<file path="config.mk">
export PLATFORM = sky130hd
export DESIGN_NAME = button_edge_and_quadrature_decoder
export DESIGN_NICKNAME = d
export VERILOG_FILES = /design/src/rtl/bqd_pkg.sv /design/src/rtl/button_edge_and_quadrature_decoder.sv /design/src/rtl/bqd_quad_decoder.sv /design/src/rtl/bqd_hold_bank.sv
export SDC_FILE = /design/constraint.sdc
export NUM_CORES = 1
export LEC_CHECK = 0
export CORE_ASPECT_RATIO = 1.2
export CORE_MARGIN = 3
export CORE_UTILIZATION = 27
export CTS_BUF_LIST = sky130_fd_sc_hd__clkbuf_4
export CTS_CLUSTER_DIAMETER = 50
export CTS_CLUSTER_SIZE = 20
export DETAILED_ROUTE_END_ITERATION = 8
export DONT_BUFFER_PORTS = 1
export GPL_ROUTABILITY_DRIVEN = 1
export GPL_TIMING_DRIVEN = 0
export PLACE_DENSITY = 0.54
export SLEW_MARGIN = 25
export SYNTH_ARGS = -nofsm -noshare
export SYNTH_HDL_FRONTEND = slang
export SYNTH_SLANG_ARGS = --single-unit
</file>
<file path="constraint.sdc">
create_clock -name clk_i -period 5.5 [get_ports clk_i]
set_clock_uncertainty 0.1 [all_clocks]
set_input_delay 0.55 -clock clk_i [delete_from_list [all_inputs] [get_ports clk_i]]
set_output_delay 0.55 -clock clk_i [all_outputs]
set_load 0.02 [all_outputs]
</file>
<file path="src/rtl/bqd_pkg.sv">
`default_nettype none
package bqd_pkg;

  localparam int unsigned LevelWidth = 32;
  localparam int unsigned CountWidth = 8;
  localparam int unsigned QueryWidth = 5;

  // gray code contribution of each encoder pin
  localparam logic [1:0] CODE_OUT1 = 2'b11;
  localparam logic [1:0] CODE_OUT2 = 2'b01;

  // step encodings, two's complement
  localparam logic signed [1:0] STEP_NONE = 2'sb00;
  localparam logic signed [1:0] STEP_UP   = 2'sb01;
  localparam logic signed [1:0] STEP_DOWN = 2'sb11;

  localparam logic [CountWidth-1:0] HOLD_LIMIT_RESET = 8'd100;

  // direction mark bits of the radio filter
  localparam int unsigned MARK_DOWN = 0;
  localparam int unsigned MARK_UP   = 1;

  // decoded encoder movement
  typedef struct packed {
    logic stepped;
    logic up;
  } quad_step_t;

endpackage
`default_nettype wire

</file>
<file path="src/rtl/button_edge_and_quadrature_decoder.sv">
// channel | direction | handshake           | payload
// in      | sink      | in_valid_i/stall_o  | raw buttons, sample flag, pins, query
// out     | source    | out_valid_o/stall_i | levels, held, pressed, released, steps, hold
// cfg     | sink      | cfg_valid_i/ready_o | long hold limit
//
// one tick per cycle sustained unless out stalls: an input register feeds short logic into the result register
// a tick taken on in passes the input register and then the result register to the out ports
// a transfer on in is taken while a result waits, as long as the input register is empty
// async active-low reset clears state, the hold limit comes up at 100
// cfg is always ready and is expected only while no tick is in flight
`default_nettype none
module button_edge_and_quadrature_decoder #(
  parameter int unsigned NUM_BUTTONS = 32
) (
  input  logic                           clk_i,
  input  logic                           rst_ni,
  // input tick
  input  logic                           in_valid_i,
  output logic                           in_stall_o,
  input  logic [bqd_pkg::LevelWidth-1:0] raw_buttons_i,
  input  logic                           encoder_sample_valid_i,
  input  logic [1:0]                     radio_pins_i,
  input  logic [1:0]                     panel_pins_i,
  input  logic [bqd_pkg::QueryWidth-1:0] query_index_i,
  // result
  output logic                           out_valid_o,
  input  logic                           out_stall_i,
  output logic [bqd_pkg::LevelWidth-1:0] levels_o,
  output logic [bqd_pkg::LevelWidth-1:0] held_o,
  output logic [bqd_pkg::LevelWidth-1:0] pressed_o,
  output logic [bqd_pkg::LevelWidth-1:0] released_o,
  output logic signed [1:0]              radio_step_o,
  output logic signed [1:0]              panel_step_o,
  output logic [bqd_pkg::CountWidth-1:0] hold_time_o,
  // configuration
  input  logic                           cfg_valid_i,
  output logic                           cfg_ready_o,
  input  logic [bqd_pkg::CountWidth-1:0] cfg_data_i
);
  import bqd_pkg::*;

  // levels above the button count read as released
  localparam logic [LevelWidth-1:0] LevelMask = (NUM_BUTTONS >= LevelWidth) ? '1 :
                                                LevelWidth'((64'd1 << NUM_BUTTONS) - 64'd1);

  // handshake
  logic in_xfer;
  logic out_free;
  logic s1_adv;

  // input register
  logic                  s1_valid_q;
  logic [LevelWidth-1:0] s1_buttons_q;
  logic                  s1_sample_q;
  logic [1:0]            s1_radio_q;
  logic [1:0]            s1_panel_q;
  logic [QueryWidth-1:0] s1_query_q;

  // tick state
  logic [LevelWidth-1:0] prev_levels_q;
  logic [CountWidth-1:0] limit_q;
  logic [1:0]            marks_q;
  logic [1:0]            marks_d;

  // combinational results
  logic [LevelWidth-1:0] lv;
  logic [LevelWidth-1:0] held;
  logic signed [1:0]     radio_d;
  logic signed [1:0]     panel_d;
  logic [CountWidth-1:0] hold_time;
  quad_step_t            radio_mv;
  quad_step_t            panel_mv;
  logic                  dec_en;

  // result register
  logic                  out_valid_q;
  logic [LevelWidth-1:0] levels_q;
  logic [LevelWidth-1:0] held_q;
  logic [LevelWidth-1:0] pressed_q;
  logic [LevelWidth-1:0] released_q;
  logic signed [1:0]     radio_q;
  logic signed [1:0]     panel_q;
  logic [CountWidth-1:0] hold_time_q;

  assign out_free   = !out_valid_q || !out_stall_i;
  assign s1_adv     = s1_valid_q && out_free;
  assign in_stall_o = s1_valid_q && !out_free;
  assign in_xfer    = in_valid_i && !in_stall_o;
  assign cfg_ready_o = 1'b1;

  always_ff @(posedge clk_i or negedge rst_ni) begin
    if (!rst_ni) begin
      s1_valid_q <= 1'b0;
    end else if (in_xfer || s1_adv) begin
      s1_valid_q <= in_xfer;
    end
  end

  // tick payload, taken only on a transfer
  always_ff @(posedge clk_i) begin
    if (in_xfer) begin
      s1_buttons_q <= raw_buttons_i;
      s1_sample_q  <= encoder_sample_valid_i;
      s1_radio_q   <= radio_pins_i;
      s1_panel_q   <= panel_pins_i;
      s1_query_q   <= query_index_i;
    end
  end

  // edge detection against last tick's levels
  assign lv   = s1_buttons_q & LevelMask;
  assign held = prev_levels_q & lv;

  // phases move only when the tick leaves the input register with a fresh sample
  assign dec_en = s1_adv && s1_sample_q;

  bqd_quad_decoder u_radio_dec (
    .clk_i  (clk_i),
    .rst_ni (rst_ni),
    .en_i   (dec_en),
    .pins_i (s1_radio_q),
    .step_o (radio_mv)
  );

  bqd_quad_decoder u_panel_dec (
    .clk_i  (clk_i),
    .rst_ni (rst_ni),
    .en_i   (dec_en),
    .pins_i (s1_panel_q),
    .step_o (panel_mv)
  );

  bqd_hold_bank #(
    .NUM_BUTTONS (NUM_BUTTONS)
  ) u_hold_bank (
    .clk_i       (clk_i),
    .rst_ni      (rst_ni),
    .upd_en_i    (s1_adv),
    .held_i      (held),
    .limit_i     (limit_q),
    .query_i     (s1_query_q),
    .hold_time_o (hold_time)
  );

  // radio filter: one step per direction until a suppressed step or a pause clears the marks; panel steps pass through
  always_comb begin
    radio_d = STEP_NONE;
    panel_d = STEP_NONE;
    marks_d = marks_q;
    if (s1_sample_q) begin
      marks_d = 2'b00;
      if (radio_mv.stepped && !radio_mv.up && !marks_q[MARK_DOWN]) begin
        marks_d[MARK_DOWN] = 1'b1;
        radio_d = STEP_DOWN;
      end else if (radio_mv.stepped && radio_mv.up && !marks_q[MARK_UP]) begin
        marks_d[MARK_UP] = 1'b1;
        radio_d = STEP_UP;
      end
      if (panel_mv.stepped) begin
        panel_d = panel_mv.up ? STEP_UP : STEP_DOWN;
      end
    end
  end

  always_ff @(posedge clk_i or negedge rst_ni) begin
    if (!rst_ni) begin
      prev_levels_q <= '0;
      marks_q       <= 2'b00;
    end else if (s1_adv) begin
      prev_levels_q <= lv;
      marks_q       <= marks_d;
    end
  end

  // hold limit register
  always_ff @(posedge clk_i or negedge rst_ni) begin
    if (!rst_ni) begin
      limit_q <= HOLD_LIMIT_RESET;
    end else if (cfg_valid_i && cfg_ready_o) begin
      limit_q <= cfg_data_i;
    end
  end

  always_ff @(posedge clk_i or negedge rst_ni) begin
    if (!rst_ni) begin
      out_valid_q <= 1'b0;
    end else if (out_free) begin
      out_valid_q <= s1_valid_q;
    end
  end

  // result payload holds while stalled
  always_ff @(posedge clk_i) begin
    if (s1_adv) begin
      levels_q    <= lv;
      held_q      <= held;
      pressed_q   <= ~prev_levels_q & lv;
      released_q  <= prev_levels_q & ~lv;
      radio_q     <= radio_d;
      panel_q     <= panel_d;
      hold_time_q <= hold_time;
    end
  end

  assign out_valid_o  = out_valid_q;
  assign levels_o     = levels_q;
  assign held_o       = held_q;
  assign pressed_o    = pressed_q;
  assign released_o   = released_q;
  assign radio_step_o = radio_q;
  assign panel_step_o = panel_q;
  assign hold_time_o  = hold_time_q;

endmodule
`default_nettype wire

</file>
<file path="src/rtl/bqd_quad_decoder.sv">
`default_nettype none
module bqd_quad_decoder (
  input  logic              clk_i,
  input  logic              rst_ni,
  input  logic              en_i,
  input  logic [1:0]        pins_i,
  output bqd_pkg::quad_step_t step_o
);
  import bqd_pkg::*;

  logic [1:0] phase_q;
  logic [1:0] code;
  logic [1:0] diff;

  always_comb begin
    code = (pins_i[0] ? CODE_OUT1 : 2'b00) ^ (pins_i[1] ? CODE_OUT2 : 2'b00);
    diff = phase_q - code;
    step_o.stepped = diff[0];
    step_o.up      = diff[1];
  end

  always_ff @(posedge clk_i or negedge rst_ni) begin
    if (!rst_ni) begin
      phase_q <= 2'b00;
    end else if (en_i && diff[0]) begin
      phase_q <= code;
    end
  end

endmodule
`default_nettype wire

</file>
<file path="src/rtl/bqd_hold_bank.sv">
`default_nettype none
module bqd_hold_bank #(
  parameter int unsigned NUM_BUTTONS = 32
) (
  input  logic                             clk_i,
  input  logic                             rst_ni,
  input  logic                             upd_en_i,
  input  logic [bqd_pkg::LevelWidth-1:0]   held_i,
  input  logic [bqd_pkg::CountWidth-1:0]   limit_i,
  input  logic [bqd_pkg::QueryWidth-1:0]   query_i,
  output logic [bqd_pkg::CountWidth-1:0]   hold_time_o
);
  import bqd_pkg::*;

  // buttons past the level word never count, so they need no storage
  localparam int unsigned NumCnt = (NUM_BUTTONS > LevelWidth) ? LevelWidth : NUM_BUTTONS;

  logic [CountWidth-1:0] cnt_q [NumCnt];
  logic [CountWidth-1:0] cnt_d [NumCnt];

  always_comb begin
    logic [CountWidth-1:0] inc;
    for (int i = 0; i < NumCnt; i++) begin
      inc = held_i[i] ? cnt_q[i] + 1'b1 : '0;
      cnt_d[i] = (inc > limit_i) ? '0 : inc;
    end
  end

  // updated count of the queried button, zero past the bank
  always_comb begin
    hold_time_o = '0;
    for (int i = 0; i < NumCnt; i++) begin
      if (query_i == QueryWidth'(i)) begin
        hold_time_o = cnt_d[i];
      end
    end
  end

  always_ff @(posedge clk_i or negedge rst_ni) begin
    if (!rst_ni) begin
      for (int i = 0; i < NumCnt; i++) begin
        cnt_q[i] <= '0;
      end
    end else if (upd_en_i) begin
      for (int i = 0; i < NumCnt; i++) begin
        cnt_q[i] <= cnt_d[i];
      end
    end
  end

endmodule
`default_nettype wire

</file>
# Word-level counts from Yosys, hierarchy flattened
# Index checks and enable logic that the tools add are counted.
dict set report totals {
  regBits 486
  out_inout_bits 143
}
dict set report classes {
  addsub 34
  n_lt_le_gt_ge 32
  eq_ne 31
  n_mux 106
  bitwise 7
  reduce_logical 22
}
# operator count
set op_table {}
lappend op_table {{$mux W8} 96}
lappend op_table {{$add A8 B1 Y8 const B} 32}
lappend op_table {{$gt A8 B8 Y1} 32}
lappend op_table {{$and A32 B32 Y32} 3}
lappend op_table {{$eq A5 B5 Y1 const B} 16}
lappend op_table {{$not A32 Y32} 2}
lappend op_table {{$eq A5 B4 Y1 const B} 8}
lappend op_table {{$eq A5 B3 Y1 const B} 4}
lappend op_table {{$eq A5 B2 Y1 const B} 2}
lappend op_table {{$logic_and A1 B1 Y1} 10}
lappend op_table {{$mux W2} 4}
lappend op_table {{$logic_not A1 Y1} 7}
lappend op_table {{$mux W1} 6}
lappend op_table {{$eq A5 B1 Y1 const B} 1}
lappend op_table {{$logic_not A5 Y1} 1}
lappend op_table {{$reduce_and A2 Y1} 2}
lappend op_table {{$sub A2 B2 Y2} 2}
lappend op_table {{$xor A2 B2 Y2} 2}
lappend op_table {{$logic_or A1 B1 Y1} 2}

# Depth between registers and ports, before layout
dict set report depth {
  ltp_word 36
  mapped_depth 16
  depth_no_buf 16
}

# Modules after synthesis
# Synthesis repeated with hierarchy kept, for this count alone.
dict set report unflattened {
  hier_cells 3353
  hier_area_um2 31833.0
}
# mod instances cells_per_inst area_per_inst_um2
set by_module_without_submodules {}
lappend by_module_without_submodules {bqd_hold_bank 1 2943 23777.8}
lappend by_module_without_submodules {button_edge_and_quadrature_decoder 1 388 7805.0}
lappend by_module_without_submodules {bqd_quad_decoder 2 11 125.1}

# Worst setup path before layout
# Ideal clock, no wire load.
dict set report synth_timing {
  path_kind {input -> register}
  startpoint {input port out_stall_i}
  endpoint {register held_q[0], in the netlist held_o[0], enable pin}
  setup_time_ps 558
  arrival_time_ps 5335
  t_required_ps 4842
  slack_ps -494
  path_stages 6
  n_path_buf 3
  path_cell_list {nand2_1 nand2_1 inv_1 clkbuf_1 clkbuf_1 buf_1}
}
dict set report synth_between {
  elab_chain_len 3
}
# element line
set synth_rtl {}
lappend synth_rtl {{from (decl)} button_edge_and_quadrature_decoder.sv:27} ;# input logic out_stall_i,
lappend synth_rtl {{$logic_not A1 Y1} button_edge_and_quadrature_decoder.sv:85} ;# assign out_free = !out_valid_q || !out_stall_i;
lappend synth_rtl {{$logic_or A1 B1 Y1} button_edge_and_quadrature_decoder.sv:85}
lappend synth_rtl {{$logic_and A1 B1 Y1} button_edge_and_quadrature_decoder.sv:86} ;# assign s1_adv = s1_valid_q && out_free;
lappend synth_rtl {{net s1_adv} button_edge_and_quadrature_decoder.sv:49} ;# logic s1_adv;
lappend synth_rtl {{to (signal assigned)} button_edge_and_quadrature_decoder.sv:196} ;# held_q <= held;
lappend synth_rtl {{to (decl)} button_edge_and_quadrature_decoder.sv:78} ;# logic [LevelWidth-1:0] held_q;
# The timed path passes the listed nets, and every way through them passes these cells.
# A chain may end at the register's enable or synchronous reset.

# Worst setup path in the final report
dict set report layout_timing {
  startpoint {register u_hold_bank.cnt_q[3] in the netlist's numbering}
  endpoint {register hold_time_q[7], in the netlist hold_time_o[7], data pin}
}
dict set report layout_between {
  elab_chain_len 5
}
# element line
set layout_rtl {}
lappend layout_rtl {{from (decl)} bqd_hold_bank.sv:18} ;# logic [CountWidth-1:0] cnt_q [NumCnt];
lappend layout_rtl {{from (signal, indexed assignment)} bqd_hold_bank.sv:46} ;# cnt_q[i] <= cnt_d[i];
lappend layout_rtl {{$add A8 B1 Y8 (*)} bqd_hold_bank.sv:24} ;# inc = held_i[i] ? cnt_q[i] + 1'b1 : '0;
lappend layout_rtl {{$mux W8 (*)} bqd_hold_bank.sv:24}
lappend layout_rtl {{$gt A8 B8 Y1} bqd_hold_bank.sv:25} ;# cnt_d[i] = (inc > limit_i) ? '0 : inc;
lappend layout_rtl {{$mux W8 (*)} bqd_hold_bank.sv:25}
lappend layout_rtl {{$mux W8 (*)} bqd_hold_bank.sv:33} ;# if (query_i == QueryWidth'(i)) begin
lappend layout_rtl {{net hold_time[7]} button_edge_and_quadrature_decoder.sv:70} ;# logic [CountWidth-1:0] hold_time;
lappend layout_rtl {{to (signal assigned)} button_edge_and_quadrature_decoder.sv:201} ;# hold_time_q <= hold_time;
lappend layout_rtl {{to (decl)} button_edge_and_quadrature_decoder.sv:83} ;# logic [CountWidth-1:0] hold_time_q;
# The timed path passes the listed nets; every way through them passes the cells marked *.

==> flow_summary_export.csv <==
group,metric,value,unit
synthesis,yosysSeqAreaShare,0.418,
synthesis,synthArstFlopShare,0.626,
setup_path,cp.arrival,5.85,ns
setup_path,crit_slowest_cell,"a2111oi_1",
power,power_density,253,nW/µm²
placement,routabilityCongestion,0.946,
global_routing,grt_max_degree,305,
detailed_routing,vias,27852,
hold_path,hp-class,"input pin to asynchronous set/reset pin",
setup_path,r2r_slack,0.24,ns
global_routing,antenna_found_initial,7,
clocking,tritoncts.num_buffers,83,
sta,rsz0062_at_grt,"false",
global_routing,gr-usage-all-layers,0.194,
clocking,path_clk_slew,0.14,ns
synthesis,ys_ff_latch,486,
setup_path,cp_top_family,"compound AO/OA/AOI/OAI gates",
setup_path,crit_path_cell_trace,"and3_1 > and3_1 > nand3_1 > xor2_1 > nand2b_1 > inv_1 > ha_1 > and3_1 > nand3_1 > nor2_1 > a21oi_1 > nand2b_1 > nor2_1 > a2111oi_1 > a21boi_0 > a211oi_2",
sta,final.min_clock_period,5.26,ns
sta,slew_headroom,0.227,
synthesis,avgSynthCellArea,9.06,µm²
power,p_leak,0.0160,µW
detailed_routing,via_per_inst,5.31,
finish,fill_cells,12068,
placement,place_ws,0.581,ns
setup_path,crit_path_end_kind,"register",
power,ir_drop,0.231,mV
finish,most-common-layout-cells,"nand2_1 (664), dfrtp_1 (300), ha_1 (290)",
die,die_w,317,µm
detailed_routing,first_pass_iters,6,
clocking,insertion_delay,1.04,ns
global_routing,grt_pass1_vias,27260,
setup_path,crit_buf_inv,1,
detailed_routing,drc,0,
sta,hold_ws,-0.860,ns
clocking,cts_sinks,486,
clocking,cts_tree,"built",
status,status,"finished, violations left",
clocking,htree_levels,3,
finish,drive_gt1_frac,0.0734,
setup_path,path_max_fanout,10,
setup_path,worstPathRequired,6.09,ns
setup_path,path_class,"register to register",
sta,worstMarginPinSlew,1.16,ns
sta,setup_violations,0,
placement,placed_area,33400,µm²
sta,fin_crit_sh,0.957,
detailed_routing,drtIter0Drc,2405,
die,coreArea,115000,µm²
clocking,post_cts_buffers,0,
synthesis,synthCells,3450,
placement,place_hpwl,83.8,mm
die,io-pin-count,198,
synthesis,ys.warnings.count,0,
detailed_routing,drt-total-wl,118,mm
sta,max_freq,0.190,GHz
die,initial_core_util,0.273,
synthesis,synth-main-ff-cell,"dfrtp_1",
setup_path,crit_path_start_kind,"register",
finish,final_common_cell,"nand2_1",
die,die_y,379,µm
synthesis,synth.distinct_cells,94,
sta,finalHoldViolCount,304,
clocking,cts_resized,0,
clocking,cts-root-buf,"clkbuf_4",
sta,setup_slack,0.238,ns
detailed_routing,wl_per_cell,22.5,µm
synthesis,synth-edff-count,182,
die,die_area,120000,µm²
finish,nets,3994,
synthesis,syn-num-nets,3795,
sta,maxSlewViolCount,0,
global_routing,grt_pass1_wl,175,mm
setup_path,critical_path.max_stage_delay,0.92,ns
setup_path,crit_path_frequent_cell,"and3_1",
global_routing,gr-total-overflow,0,
placement,port_buffers,0,
status,violations,"negative hold slack",
job,max_cap_violations,0,
detailed_routing,detail-route-antenna-nets,0,
power,fin_total_pwr,9060,µW
finish,postLayoutCellArea,35900,µm²
synthesis,synth_area,31300,µm²
clocking,cts_buffer_depth,3,
clocking,cts_hold_buf,104,
finish,synthToLayoutAreaGrowth,14.7,%
die,placementRows,136,
-- cell usage after synthesis (all sizes together) (18+ instances only) --
master,count,share of area
clkbuf,86,0.011
nand2b,43,0.0086
a21oi,121,0.019
nor3,43,0.0074
nor2b,92,0.018
nor2,246,0.030
xor2,133,0.037
o31ai,84,0.020
a22o,20,0.0056
xnor2,53,0.015
nand4,29,0.0058
nand3,232,0.037
a211oi,18,0.0045
dfrtp,301,0.24
nand2,665,0.080
inv,134,0.016
o21ai,155,0.025
o41ai,19,0.0053
ha,290,0.12
edfxtp,182,0.17
nor4,22,0.0044
or2,26,0.0052
o211ai,19,0.0046
and3,110,0.022
a21o,62,0.015
a31oi,22,0.0044
-- worst reg2reg max path: stages (launching register included) --
cell	delay, ns
dfrtp_1	0.45
and3_1	0.22
and3_1	0.21
nand3_1	0.10
xor2_1	0.13
nand2b_1	0.23
inv_1	0.07
ha_1	0.29
and3_1	0.18
nand3_1	0.08
nor2_1	0.04
a21oi_1	0.71
nand2b_1	0.28
nor2_1	0.08
a2111oi_1	0.92
a21boi_0	0.64
a211oi_2	0.18
-- worst paths after layout --
path,start,end,depth (start not counted)
min in group clk_i,raw_buttons_i[18],lv[18],1
hold reg to reg,lv[26],prev_levels_q[26],2
setup / recovery,u_hold_bank.cnt_q[3],hold_time_o[7],16
setup reg to reg,u_hold_bank.cnt_q[3],hold_time_o[7],16
hold / removal,rst_ni,prev_levels_q[8],0
max in group asynchronous,rst_ni,u_hold_bank.cnt_q[121],0
-- flip-flops by register name, indices dropped and copies added, names as in the netlist, 5 cells and up --
| register | flops |
|---|---|
| prev_levels_q | 32 |
| lv | 32 |
| u_hold_bank.cnt_q | 256 |
| hold_time_o | 8 |
| levels_o | 32 |
| limit_q | 8 |
| held_o | 32 |
| pressed_o | 32 |
| s1_query_q | 5 |
| released_o | 32 |
-- where the power goes --
part           switching, µW  internal, µW  leakage (µW)
Sequential               352          4060       0.00591
Clock                   1820          1290      0.000740
Combinational           1060           486       0.00931
-- cell type report --
type / instances / area (µm²) / area share
Multi-Input combinational cell: 2727 / 17200 / 0.481
Sequential cell: 486 / 13100 / 0.365
Tap cell: 1518 / 1900 / 0.0529
Timing Repair Buffer: 114 / 1270 / 0.0354
Clock buffer: 93 / 698 / 0.0195
Clock inverter: 60 / 672 / 0.0187
Inverter: 134 / 520 / 0.0145
Buffer: 103 / 475 / 0.0133
Antenna cell: 6 / 15.0 / 0.000419
-- stage by stage --
| step | setup TNS [ns] | hold WS, ns | cells | utilization |
|---|---|---|---|---|
| 2_1_floorplan | 0 | 0.154 | 3450 | - |
| 3_3_place_gp | -557.48 | 0.188 | 4968 | 0.289 |
| 3_5_place_dp | 0 | 0.168 | 4978 | 0.292 |
| 4_1_cts | 0 | -1.05 | 5235 | 0.313 |
| 5_1_grt | 0 | -1.00 | 5237 | 0.313 |
| 6_report | 0 | -0.860 | 5241 | 0.313 |
-- layer usage --
metal	share of wire	track usage
met1	0.41	0.246
met2	0.46	0.314
met3	0.075	0.0377
met4	0.052	0.0992
met5	0.00045	0
-- cells by family after synthesis --
| family | share of synthesized area |
|---|---|
| compound gates | 0.148 |
| xor+xnor | 0.0521 |
| fa+ha+maj | 0.116 |
| buf+inv | 0.0305 |
| flops | 0.418 |
| mux | 0.00324 |
| other cells | 0.000120 |
| simple gates | 0.232 |
(Power assumes the default switching activity.)
